### src/hw/rtl/tga_pkg.sv
// tga decoder package: request types, status codes and control structs
`timescale 1ns / 1ps

package tga_pkg;

  // result status codes
  typedef enum logic [1:0] {
    STAT_SEGMENT    = 2'd0,
    STAT_BAD_TYPE   = 2'd1,
    STAT_BAD_FORMAT = 2'd2,
    STAT_BAD_SIZE   = 2'd3
  } status_e;

  // input request: one byte of the file stream
  typedef struct packed {
    logic [7:0] data_byte;
    logic       first_byte;
  } in_req_t;

  // output request: one row segment or one status report
  typedef struct packed {
    logic [7:0]  red;
    logic [7:0]  green;
    logic [7:0]  blue;
    logic [7:0]  alpha;
    logic [11:0] dest_row;
    logic [11:0] start_column;
    logic [7:0]  pixel_count;
    status_e     status;
    logic        image_done;
    logic        last_of_input;
  } out_req_t;

  // commands from controller to datapath
  typedef struct packed {
    logic restart;     // first byte of a new file
    logic hdr_byte;    // capture a header byte
    logic err_out;     // post a status report
    logic skip_dec;    // one id byte skipped
    logic start_data;  // clear pixel position and color assembly
    logic pkt_load;    // take an rle packet header
    logic pkt_dec;     // one raw pixel of a packet used
    logic col_byte;    // take one color byte
    logic place_new;   // place the pixel just assembled
    logic place_held;  // place the rest of a held run
    logic use_held;    // segment logic works on the held run
  } cmd_t;

  // status from datapath to controller
  typedef struct packed {
    logic    hdr_last;
    status_e hdr_err;
    logic    id_zero;
    logic    skip_one;
    logic    kind_rle;
    logic    pix_last;
    logic    pkt_run;
    logic    pkt_le1;
    logic    seg_final;
    logic    rest_zero;
    logic    slot_free;
  } stat_t;

endpackage

### src/hw/rtl/tga_ctrl.sv
// tga decoder controller: parse phase state machine and input handshake
`timescale 1ns / 1ps

module tga_ctrl (
  input  logic           clk_i,
  input  logic           rst_ni,
  input  logic           in_valid_i,
  input  logic           first_byte_i,
  input  tga_pkg::stat_t stat_i,
  output logic           in_stall_o,
  output tga_pkg::cmd_t  cmd_o
);

  typedef enum logic [6:0] {
    ST_HEADER = 7'b0000001,
    ST_SKIP   = 7'b0000010,
    ST_PKT    = 7'b0000100,
    ST_PIX    = 7'b0001000,
    ST_EMIT   = 7'b0010000,
    ST_DONE   = 7'b0100000,
    ST_ERR    = 7'b1000000
  } state_e;

  state_e        state_q, state_d;
  state_e        place_next;
  state_e        start_next;
  logic          place_pkt_dec;
  logic          accept;
  tga_pkg::cmd_t cmd;

  // input is held off while a run is split or the output slot is full
  assign in_stall_o = (state_q == ST_EMIT) || !stat_i.slot_free;
  assign accept     = in_valid_i && !in_stall_o;

  assign start_next = stat_i.kind_rle ? ST_PKT : ST_PIX;

  // where to go once a segment is placed
  always_comb begin
    place_pkt_dec = 1'b0;
    if (stat_i.seg_final) begin
      place_next = ST_DONE;
    end else if (!stat_i.rest_zero) begin
      place_next = ST_EMIT;
    end else if (stat_i.kind_rle) begin
      if (stat_i.pkt_run || stat_i.pkt_le1) begin
        place_next = ST_PKT;
      end else begin
        place_next    = ST_PIX;
        place_pkt_dec = 1'b1;
      end
    end else begin
      place_next = ST_PIX;
    end
  end

  // next state and commands
  always_comb begin
    state_d      = state_q;
    cmd          = '0;
    cmd.use_held = (state_q == ST_EMIT);
    if (accept) begin
      if (first_byte_i || state_q == ST_HEADER) begin
        cmd.hdr_byte = 1'b1;
        cmd.restart  = first_byte_i;
        state_d      = ST_HEADER;
        if (!first_byte_i && stat_i.hdr_last) begin
          if (stat_i.hdr_err != tga_pkg::STAT_SEGMENT) begin
            cmd.err_out = 1'b1;
            state_d     = ST_ERR;
          end else if (!stat_i.id_zero) begin
            state_d = ST_SKIP;
          end else begin
            cmd.start_data = 1'b1;
            state_d        = start_next;
          end
        end
      end else begin
        unique case (state_q)
          ST_SKIP: begin
            cmd.skip_dec = 1'b1;
            if (stat_i.skip_one) begin
              cmd.start_data = 1'b1;
              state_d        = start_next;
            end
          end
          ST_PKT: begin
            cmd.pkt_load = 1'b1;
            state_d      = ST_PIX;
          end
          ST_PIX: begin
            cmd.col_byte = 1'b1;
            if (stat_i.pix_last) begin
              cmd.place_new = 1'b1;
              cmd.pkt_dec   = place_pkt_dec;
              state_d       = place_next;
            end
          end
          default: begin
          end
        endcase
      end
    end else if (state_q == ST_EMIT && stat_i.slot_free) begin
      cmd.place_held = 1'b1;
      cmd.pkt_dec    = place_pkt_dec;
      state_d        = place_next;
    end
  end

  assign cmd_o = cmd;

  // state register
  always_ff @(posedge clk_i or negedge rst_ni) begin
    if (!rst_ni) begin
      state_q <= ST_HEADER;
    end else begin
      state_q <= state_d;
    end
  end

endmodule

### src/hw/rtl/tga_dp.sv
// tga decoder datapath: header fields, color assembly, row split and output register
`timescale 1ns / 1ps

module tga_dp #(
  parameter int unsigned MAX_WIDTH  = 4096,
  parameter int unsigned MAX_HEIGHT = 4096
) (
  input  logic              clk_i,
  input  logic              rst_ni,
  input  tga_pkg::in_req_t  in_data_i,
  input  tga_pkg::cmd_t     cmd_i,
  input  logic              out_stall_i,
  output tga_pkg::stat_t    stat_o,
  output logic              out_valid_o,
  output tga_pkg::out_req_t out_data_o
);

  localparam int unsigned ColW = $clog2(MAX_WIDTH);
  localparam int unsigned RowW = (MAX_HEIGHT > 1) ? $clog2(MAX_HEIGHT) : 1;

  localparam logic [4:0] HdrId      = 5'd0;
  localparam logic [4:0] HdrMap     = 5'd1;
  localparam logic [4:0] HdrType    = 5'd2;
  localparam logic [4:0] HdrWidthLo = 5'd12;
  localparam logic [4:0] HdrWidthHi = 5'd13;
  localparam logic [4:0] HdrHeightLo = 5'd14;
  localparam logic [4:0] HdrHeightHi = 5'd15;
  localparam logic [4:0] HdrBpp     = 5'd16;
  localparam logic [4:0] HdrLast    = 5'd17;

  localparam logic [7:0]  TypeRaw     = 8'd2;
  localparam logic [7:0]  TypeRle     = 8'd10;
  localparam logic [7:0]  Bpp24       = 8'd24;
  localparam logic [7:0]  Bpp32       = 8'd32;
  localparam logic [15:0] MinWidth    = 16'd4;
  localparam logic [7:0]  AlphaOpaque = 8'd255;
  localparam logic [7:0]  MaxRun      = 8'd128;

  // control registers
  logic [4:0]      hdr_idx_q, hdr_idx_d;
  logic [7:0]      id_skip_q, id_skip_d;
  logic            pkt_run_q, pkt_run_d;
  logic [7:0]      pkt_left_q, pkt_left_d;
  logic [1:0]      cidx_q, cidx_d;
  logic [ColW-1:0] col_q, col_d;
  logic [RowW-1:0] row_q, row_d;
  logic [7:0]      run_left_q, run_left_d;
  logic            out_valid_q, out_valid_d;

  // payload registers
  logic [7:0]        map_kind_q, map_kind_d;
  logic [7:0]        image_kind_q, image_kind_d;
  logic [7:0]        bpp_q, bpp_d;
  logic [15:0]       width_q, width_d;
  logic [15:0]       height_q, height_d;
  logic [23:0]       cbytes_q, cbytes_d;
  logic [31:0]       run_color_q, run_color_d;
  tga_pkg::out_req_t out_q, out_d;

  logic [7:0]       d;
  logic [4:0]       hdr_idx_eff;
  logic             is32;
  logic [1:0]       last_idx;
  logic [31:0]      new_color;
  logic [7:0]       new_count;
  logic [31:0]      cur_color;
  logic [7:0]       cur_count;
  logic [15:0]      room;
  logic             wrap;
  logic [7:0]       take;
  logic [7:0]       rest;
  logic             row_last;
  logic [15:0]      col_sum;
  logic [15:0]      dest_row16;
  logic [15:0]      col16;
  logic             size_bad;
  logic             slot_free;
  tga_pkg::status_e hdr_err;

  assign d           = in_data_i.data_byte;
  assign hdr_idx_eff = cmd_i.restart ? HdrId : hdr_idx_q;

  // header check, by priority: type, then format or colormap, then size
  assign size_bad = (width_q < MinWidth) || (width_q > 16'(MAX_WIDTH)) ||
                    (height_q == 16'd0) || (height_q > 16'(MAX_HEIGHT));

  always_comb begin
    if (image_kind_q != TypeRaw && image_kind_q != TypeRle) begin
      hdr_err = tga_pkg::STAT_BAD_TYPE;
    end else if (map_kind_q != 8'd0 || (bpp_q != Bpp24 && bpp_q != Bpp32)) begin
      hdr_err = tga_pkg::STAT_BAD_FORMAT;
    end else if (size_bad) begin
      hdr_err = tga_pkg::STAT_BAD_SIZE;
    end else begin
      hdr_err = tga_pkg::STAT_SEGMENT;
    end
  end

  // pixel assembly from b, g, r (, a) byte order
  assign is32      = (bpp_q == Bpp32);
  assign last_idx  = is32 ? 2'd3 : 2'd2;
  assign new_color = {is32 ? cbytes_q[23:16] : d, cbytes_q[15:8], cbytes_q[7:0],
                      is32 ? d : AlphaOpaque};
  assign new_count = (image_kind_q == TypeRle && pkt_run_q) ? pkt_left_q : 8'd1;

  // row split of the current run
  assign cur_color  = cmd_i.use_held ? run_color_q : new_color;
  assign cur_count  = cmd_i.use_held ? run_left_q : new_count;
  assign col16      = 16'(col_q);
  assign room       = width_q - col16;
  assign wrap       = (16'(cur_count) >= room);
  assign take       = wrap ? room[7:0] : cur_count;
  assign rest       = cur_count - take;
  assign row_last   = ((16'(row_q) + 16'd1) == height_q);
  assign col_sum    = col16 + 16'(take);
  assign dest_row16 = height_q - 16'd1 - 16'(row_q);

  assign slot_free = !out_valid_q || !out_stall_i;

  // status toward the controller
  always_comb begin
    stat_o           = '0;
    stat_o.hdr_last  = (hdr_idx_q == HdrLast);
    stat_o.hdr_err   = hdr_err;
    stat_o.id_zero   = (id_skip_q == 8'd0);
    stat_o.skip_one  = (id_skip_q <= 8'd1);
    stat_o.kind_rle  = (image_kind_q == TypeRle);
    stat_o.pix_last  = (cidx_q == last_idx);
    stat_o.pkt_run   = pkt_run_q;
    stat_o.pkt_le1   = (pkt_left_q <= 8'd1);
    stat_o.seg_final = wrap && row_last;
    stat_o.rest_zero = (rest == 8'd0);
    stat_o.slot_free = slot_free;
  end

  // next values
  always_comb begin
    hdr_idx_d    = hdr_idx_q;
    id_skip_d    = id_skip_q;
    pkt_run_d    = pkt_run_q;
    pkt_left_d   = pkt_left_q;
    cidx_d       = cidx_q;
    col_d        = col_q;
    row_d        = row_q;
    run_left_d   = run_left_q;
    map_kind_d   = map_kind_q;
    image_kind_d = image_kind_q;
    bpp_d        = bpp_q;
    width_d      = width_q;
    height_d     = height_q;
    cbytes_d     = cbytes_q;
    run_color_d  = run_color_q;
    out_d        = out_q;
    out_valid_d  = out_valid_q && out_stall_i;

    // header capture
    if (cmd_i.hdr_byte) begin
      hdr_idx_d = (hdr_idx_eff == HdrLast) ? 5'd0 : hdr_idx_eff + 5'd1;
      unique case (hdr_idx_eff)
        HdrId:       id_skip_d    = d;
        HdrMap:      map_kind_d   = d;
        HdrType:     image_kind_d = d;
        HdrWidthLo:  width_d      = {8'd0, d};
        HdrWidthHi:  width_d      = {d, width_q[7:0]};
        HdrHeightLo: height_d     = {8'd0, d};
        HdrHeightHi: height_d     = {d, height_q[7:0]};
        HdrBpp:      bpp_d        = d;
        default: begin
        end
      endcase
    end

    // id skip
    if (cmd_i.skip_dec && id_skip_q != 8'd0) begin
      id_skip_d = id_skip_q - 8'd1;
    end

    // start of pixel data
    if (cmd_i.start_data) begin
      cidx_d   = 2'd0;
      cbytes_d = 24'd0;
      col_d    = '0;
      row_d    = '0;
    end

    // rle packet header
    if (cmd_i.pkt_load) begin
      pkt_run_d  = d[7];
      pkt_left_d = {1'b0, d[6:0]} + 8'd1;
      cidx_d     = 2'd0;
      cbytes_d   = 24'd0;
    end
    if (cmd_i.pkt_dec) begin
      pkt_left_d = pkt_left_q - 8'd1;
    end

    // color byte collection
    if (cmd_i.col_byte) begin
      cidx_d = cidx_q + 2'd1;
      case (cidx_q)
        2'd0:    cbytes_d[7:0]   = d;
        2'd1:    cbytes_d[15:8]  = d;
        2'd2:    cbytes_d[23:16] = d;
        default: begin
        end
      endcase
    end

    // segment placement
    if (cmd_i.place_new || cmd_i.place_held) begin
      if (cmd_i.place_new) begin
        cidx_d   = 2'd0;
        cbytes_d = 24'd0;
      end
      run_color_d = cur_color;
      run_left_d  = rest;
      col_d       = wrap ? '0 : col_sum[ColW-1:0];
      if (wrap && !row_last) begin
        row_d = row_q + RowW'(1);
      end
      out_d.red           = cur_color[31:24];
      out_d.green         = cur_color[23:16];
      out_d.blue          = cur_color[15:8];
      out_d.alpha         = cur_color[7:0];
      out_d.dest_row      = dest_row16[11:0];
      out_d.start_column  = col16[11:0];
      out_d.pixel_count   = take;
      out_d.status        = tga_pkg::STAT_SEGMENT;
      out_d.image_done    = wrap && row_last;
      out_d.last_of_input = (rest == 8'd0) || (wrap && row_last);
      out_valid_d         = 1'b1;
    end

    // header status report
    if (cmd_i.err_out) begin
      out_d               = '0;
      out_d.status        = hdr_err;
      out_d.last_of_input = 1'b1;
      out_valid_d         = 1'b1;
    end
  end

  // control registers
  always_ff @(posedge clk_i or negedge rst_ni) begin
    if (!rst_ni) begin
      hdr_idx_q   <= '0;
      id_skip_q   <= '0;
      pkt_run_q   <= 1'b0;
      pkt_left_q  <= '0;
      cidx_q      <= '0;
      col_q       <= '0;
      row_q       <= '0;
      run_left_q  <= '0;
      out_valid_q <= 1'b0;
    end else begin
      hdr_idx_q   <= hdr_idx_d;
      id_skip_q   <= id_skip_d;
      pkt_run_q   <= pkt_run_d;
      pkt_left_q  <= pkt_left_d;
      cidx_q      <= cidx_d;
      col_q       <= col_d;
      row_q       <= row_d;
      run_left_q  <= run_left_d;
      out_valid_q <= out_valid_d;
    end
  end

  // payload registers
  always_ff @(posedge clk_i) begin
    map_kind_q   <= map_kind_d;
    image_kind_q <= image_kind_d;
    bpp_q        <= bpp_d;
    width_q      <= width_d;
    height_q     <= height_d;
    cbytes_q     <= cbytes_d;
    run_color_q  <= run_color_d;
    out_q        <= out_d;
  end

  assign out_valid_o = out_valid_q;
  assign out_data_o  = out_q;

  // a posted segment always carries 1 to 128 pixels
  a_seg_count : assert property (@(posedge clk_i) disable iff (!rst_ni)
    out_valid_q && out_q.status == tga_pkg::STAT_SEGMENT |->
      out_q.pixel_count != 8'd0 && out_q.pixel_count <= MaxRun)
    else $error("segment pixel count out of range");

  // a status report is empty and closes its byte
  a_err_shape : assert property (@(posedge clk_i) disable iff (!rst_ni)
    out_valid_q && out_q.status != tga_pkg::STAT_SEGMENT |->
      out_q.pixel_count == 8'd0 && out_q.last_of_input && !out_q.image_done)
    else $error("malformed status report");

  // the final segment of an image is the last one of its byte
  a_done_last : assert property (@(posedge clk_i) disable iff (!rst_ni)
    out_valid_q && out_q.image_done |-> out_q.last_of_input)
    else $error("image done without last of input");

  // a held run never exceeds one packet
  a_run_left : assert property (@(posedge clk_i) disable iff (!rst_ni)
    run_left_q <= MaxRun)
    else $error("held run longer than a packet");

endmodule

### src/hw/rtl/tga_rle_image_decoder_top.sv
// A result is in the output register in the cycle after the byte that completes it.
// Throughput: one byte per cycle unless held; a run split over k rows holds the input while its
// later segments go out, one per cycle when the output is free, from the shared row split logic.
// The input is also held while the output register is full and stalled.
// Reset (rst_ni, async, active low): parser in header phase at byte 0, output register empty.
`timescale 1ns / 1ps

module tga_rle_image_decoder_top #(
  parameter int unsigned MAX_WIDTH  = 4096,
  parameter int unsigned MAX_HEIGHT = 4096
) (
  input  logic              clk_i,
  input  logic              rst_ni,
  input  logic              in_valid_i,
  output logic              in_stall_o,
  input  tga_pkg::in_req_t  in_data_i,
  output logic              out_valid_o,
  input  logic              out_stall_i,
  output tga_pkg::out_req_t out_data_o
);

  tga_pkg::cmd_t  cmd;
  tga_pkg::stat_t stat;

  // phase controller
  tga_ctrl u_ctrl (
    .clk_i        (clk_i),
    .rst_ni       (rst_ni),
    .in_valid_i   (in_valid_i),
    .first_byte_i (in_data_i.first_byte),
    .stat_i       (stat),
    .in_stall_o   (in_stall_o),
    .cmd_o        (cmd)
  );

  // header, pixel and segment datapath
  tga_dp #(
    .MAX_WIDTH  (MAX_WIDTH),
    .MAX_HEIGHT (MAX_HEIGHT)
  ) u_dp (
    .clk_i       (clk_i),
    .rst_ni      (rst_ni),
    .in_data_i   (in_data_i),
    .cmd_i       (cmd),
    .out_stall_i (out_stall_i),
    .stat_o      (stat),
    .out_valid_o (out_valid_o),
    .out_data_o  (out_data_o)
  );

endmodule

### config.mk
export PLATFORM = sky130hd
export DESIGN_NAME = tga_rle_image_decoder_top
export DESIGN_NICKNAME = d
export VERILOG_FILES = /design/src/hw/rtl/tga_pkg.sv /design/src/hw/rtl/tga_ctrl.sv /design/src/hw/rtl/tga_dp.sv /design/src/hw/rtl/tga_rle_image_decoder_top.sv
export SDC_FILE = /design/constraint.sdc
export NUM_CORES = 1
export LEC_CHECK = 0
export ABC_AREA = 0
export BUFFER_PORTS_ARGS = -buffer_cell sky130_fd_sc_hd__buf_2
export CORE_ASPECT_RATIO = 2
export CORE_MARGIN = 3
export CORE_UTILIZATION = 45
export DETAILED_ROUTE_END_ITERATION = 6
export SLEW_MARGIN = 0
export SYNTH_ARGS = -nofsm -noshare
export SYNTH_HDL_FRONTEND = slang
export SYNTH_SLANG_ARGS = --single-unit
### constraint.sdc
create_clock -name clk_i -period 13.6 [get_ports clk_i]
set_input_delay 2.04 -clock clk_i [delete_from_list [all_inputs] [get_ports clk_i]]
set_output_delay 2.04 -clock clk_i [all_outputs]
set_load 0.1 [all_outputs]
==> flow_metrics.env <==
export IMPL_syn_mean_instance_area_um2=9.16
export IMPL_cts_buffers=23
export IMPL_worst_path_buf_inv=4
export IMPL_synth_top_area_share_pct=20.8
export IMPL_reg2reg_slack_ns=5.78
export IMPL_portBuffers=82
export IMPL_vias=10627
export IMPL_holdBufCountCts=0
export IMPL_fin_skew_ns=0.0209
export IMPL_timing_fmax_mhz=128
export IMPL_crit_required_ns=14.02
export IMPL_slowest_delay_ns=0.59
export IMPL_fin_tns_setup_ns=0
export IMPL_p_switching_mw=1.01
export IMPL_p_clk_share_pct=25.9
export IMPL_synthArstFlopShare_pct=26.2
export IMPL_worstSetupStartpoint="u_ctrl.state_q[1]"
export IMPL_hold_ws_ns=0.454
export IMPL_die_h_um=246
export IMPL_cpMostUsedCell="o21ai_0"
export IMPL_drive_above_1_share_pct=11.3
export IMPL_p_sw_share_pct=41.4
export IMPL_hold_path_class="reg2reg"
export IMPL_hpwl_um=25300
export IMPL_synth_seq_cells=244
export IMPL_syn_num_nets=1490
export IMPL_nNetsFinal=1539
export IMPL_power_density_nw_per_um2=170
export IMPL_grt_util_all_layers_pct=22.3
export IMPL_ir_worst_vdd_mv=0.150
export IMPL_io_pins=83
export IMPL_maxSlewHeadroom_pct=28.0
export IMPL_clk_path_buf_depth=3
export IMPL_synth_warnings=0
export IMPL_cap_violations=0
export IMPL_r2r_cells=28
export IMPL_postCtsSetupBuffers=0
export IMPL_power_frac_comb_pct=34.4
export IMPL_row_count=87
export IMPL_drv_slew=0
export IMPL_grt_overflow_total=0
export IMPL_synth_distinct_cells=79
export IMPL_h_tree_depth=1
export IMPL_rsz0062_at_grt="false"
export IMPL_critPathKind="reg2reg"
export IMPL_ys_dominant_reg_cell="edfxtp_1"
export IMPL_power_mw=2.45
export IMPL_netlist_area_um2=13000
export IMPL_sequentialPowerShare_pct=39.7
export IMPL_finalSetupViolations=0
export IMPL_first_global_vias=10621
export IMPL_routed_wl_um=35100
export IMPL_crit_path_start_kind="flip-flop"
export IMPL_yosysSeqAreaShare_pct=47.0
export IMPL_gp_congestion=0.908
export IMPL_cts_resized=0
export IMPL_synth_edf_count=90
export IMPL_antenna_found_initial=0
export IMPL_grt_pass1_wl_um=55600
export IMPL_drc=0
export IMPL_worst_pin_slew_ns=1.08
export IMPL_initial_core_util_pct=46.0
export IMPL_wl_per_cell_um=19.1
export IMPL_arrival_ns=8.25
export IMPL_area_growth_pct=10.9
export IMPL_cp_end_kind="flip-flop"
export IMPL_hold_violations=0
export IMPL_p_int_mw=1.43
export IMPL_synthCells=1420
export IMPL_status="finished clean"
export IMPL_core_area_um2=28300
export IMPL_r2r_start="u_ctrl.state_q[1]"
export IMPL_ys_top_cells_by_count="nand2_1 (193), a21oi_1 (110), o21ai_0 (102)"
export IMPL_die_w_um=126
export IMPL_cts_root_buf="clkbuf_16"
export IMPL_drtAntennaViolNets=0
export IMPL_p_leak_nw=6.07
export IMPL_r2r_end="u_dp.pkt_left_q[2]"
export IMPL_min_period_over_period_pct=57.5
export IMPL_grt_max_degree=82
export IMPL_avgViaCountPerCell=5.77
export IMPL_cp_depth=28
export IMPL_path_max_fanout=31
export IMPL_endpoint="u_dp.pkt_left_q[2]"
export IMPL_drtPass1Iterations=6
export IMPL_synth_area_leaders="edfxtp_1 (21%), dfxtp_1 (14%), dfrtp_1 (12%)"
export IMPL_drt_iter0_markers=532
export IMPL_cp_slowest_cell="and3_1"
export IMPL_crit_family="compound AO/OA/AOI/OAI gates"
export IMPL_clock_latency_ns=0.53
export IMPL_post_route_min_period_ns=7.82
export IMPL_synth_area_leader_cell="edfxtp_1"
export IMPL_clock_sinks=244
export IMPL_cts_tree="built"
export IMPL_antenna_cells=0
export IMPL_cts_clk_slew_worst_paths_ns=0.07
export IMPL_dieArea_um2=31100
export IMPL_yosysMostFrequentCell="nand2_1"
## cells in the final DEF (no fill, tap or decap), types with 6 or more instances in the layout
master     instances
nor3_1            24
a21oi_1          109
nor2b_1           28
and2_1            19
nor2_1            82
nand4_1            8
a31oi_1           25
and3_1            42
nor3b_1            9
buf_2             82
dfxtp_1           90
o211ai_1           9
mux2i_1           15
a22o_1             7
nor4_1            14
inv_1             58
clkinv_2           7
a21o_1            25
o21bai_1           6
buf_4             14
clkbuf_16         23
o31ai_1           14
nand2b_1           8
edfxtp_1          90
a31o_2             6
o21ai_0          102
a211oi_1           6
nand3_1           85
dfrtp_1           63
ha_1              53
xor2_1            19
xnor2_1           35
clkbuf_1           6
nand2_1          193
or3_1             10
or2_2              6
## per-layer routing
metal	GRT usage [%]	share of wire, %
met1	23.4	37
met2	43.5	54
met3	2.47	3.7
met4	10.5	4.8
met5	0	0
## flip-flops by register name, indices dropped and copies added, names as in the netlist, 2 cells and up
name	cells
u_dp.bpp_q	8
u_dp.run_left_q	8
u_dp.cbytes_q	24
u_dp.id_skip_q	8
u_dp.out_data_o	68
u_dp.pkt_left_q	8
u_dp.image_kind_q	8
u_ctrl.state_q	7
u_dp.cidx_q	2
u_dp.row_q	12
u_dp.height_q	16
u_dp.col_q	12
u_dp.width_q	16
u_dp.hdr_idx_q	5
u_dp.map_kind_q	8
u_dp.run_color_q	32
## worst min-delay path, stage by stage, from the launching register on
cell and delay (ns):
dfxtp_1 0.31, nand3_1 0.06, nand2_1 0.04
## stage by stage
stage	setup WS [ns]	utilization, %	cell area (um^2)	instances
floorplan	6.96	-	13000	1420
global placement	6.20	48.4	13700	1800
detailed placement	5.87	48.4	13700	1800
CTS	5.88	51.0	14400	1842
global route	5.34	51.0	14400	1842
finish	5.78	51.0	14400	1842
## power by group through the flow
stage               logic [mW]  registers (mW)  clock network, mW
floorplan                0.290            1.37                  0
global placement         0.833           0.981                  0
detailed placement       0.842           0.986                  0
CTS                      0.844           0.972              0.649
global route             0.897           0.988              0.680
finish                   0.842           0.972              0.633
## cell families (layout without fill, tap and decap cells)
group | count (synthesis) | after routing | share of synthesized area (%)
AND/OR/NAND/NOR | 550 | 550 | 20.5
AO/OA/AOI/OAI | 357 | 357 | 17.1
flip-flops | 244 | 244 | 47.0
buffers and inverters | 132 | 198 | 3.96
adder cells (fa/ha/maj) | 65 | 65 | 6.38
XOR/XNOR | 54 | 54 | 3.64
multiplexers | 18 | 18 | 1.41
## layout make-up
type	count	area [um^2]
fill	2744	13900
sequential	244	6110
timing repair buffer	96	515
clock inverter	13	124
multi-input combinational	1044	6400
tap	356	445
inverter	60	226
clock buffer	29	598
## worst min-delay path by stage
| stage | from | end | slack (ns) | cells past startpoint |
|---|---|---|---|---|
| floorplan | u_dp.run_left_q[1] | u_dp.run_left_q[1] | 0.44 | 2 |
| global placement | u_dp.out_data_o[11] | u_dp.out_data_o[11] | 0.44 | 2 |
| detailed placement | u_dp.out_data_o[11] | u_dp.out_data_o[11] | 0.45 | 2 |
| CTS | u_dp.out_data_o[11] | u_dp.out_data_o[11] | 0.46 | 2 |
| global route | u_dp.out_data_o[11] | u_dp.out_data_o[11] | 0.47 | 2 |
| finish | u_dp.out_data_o[11] | u_dp.out_data_o[11] | 0.45 | 2 |
(Power assumes the default switching activity.)
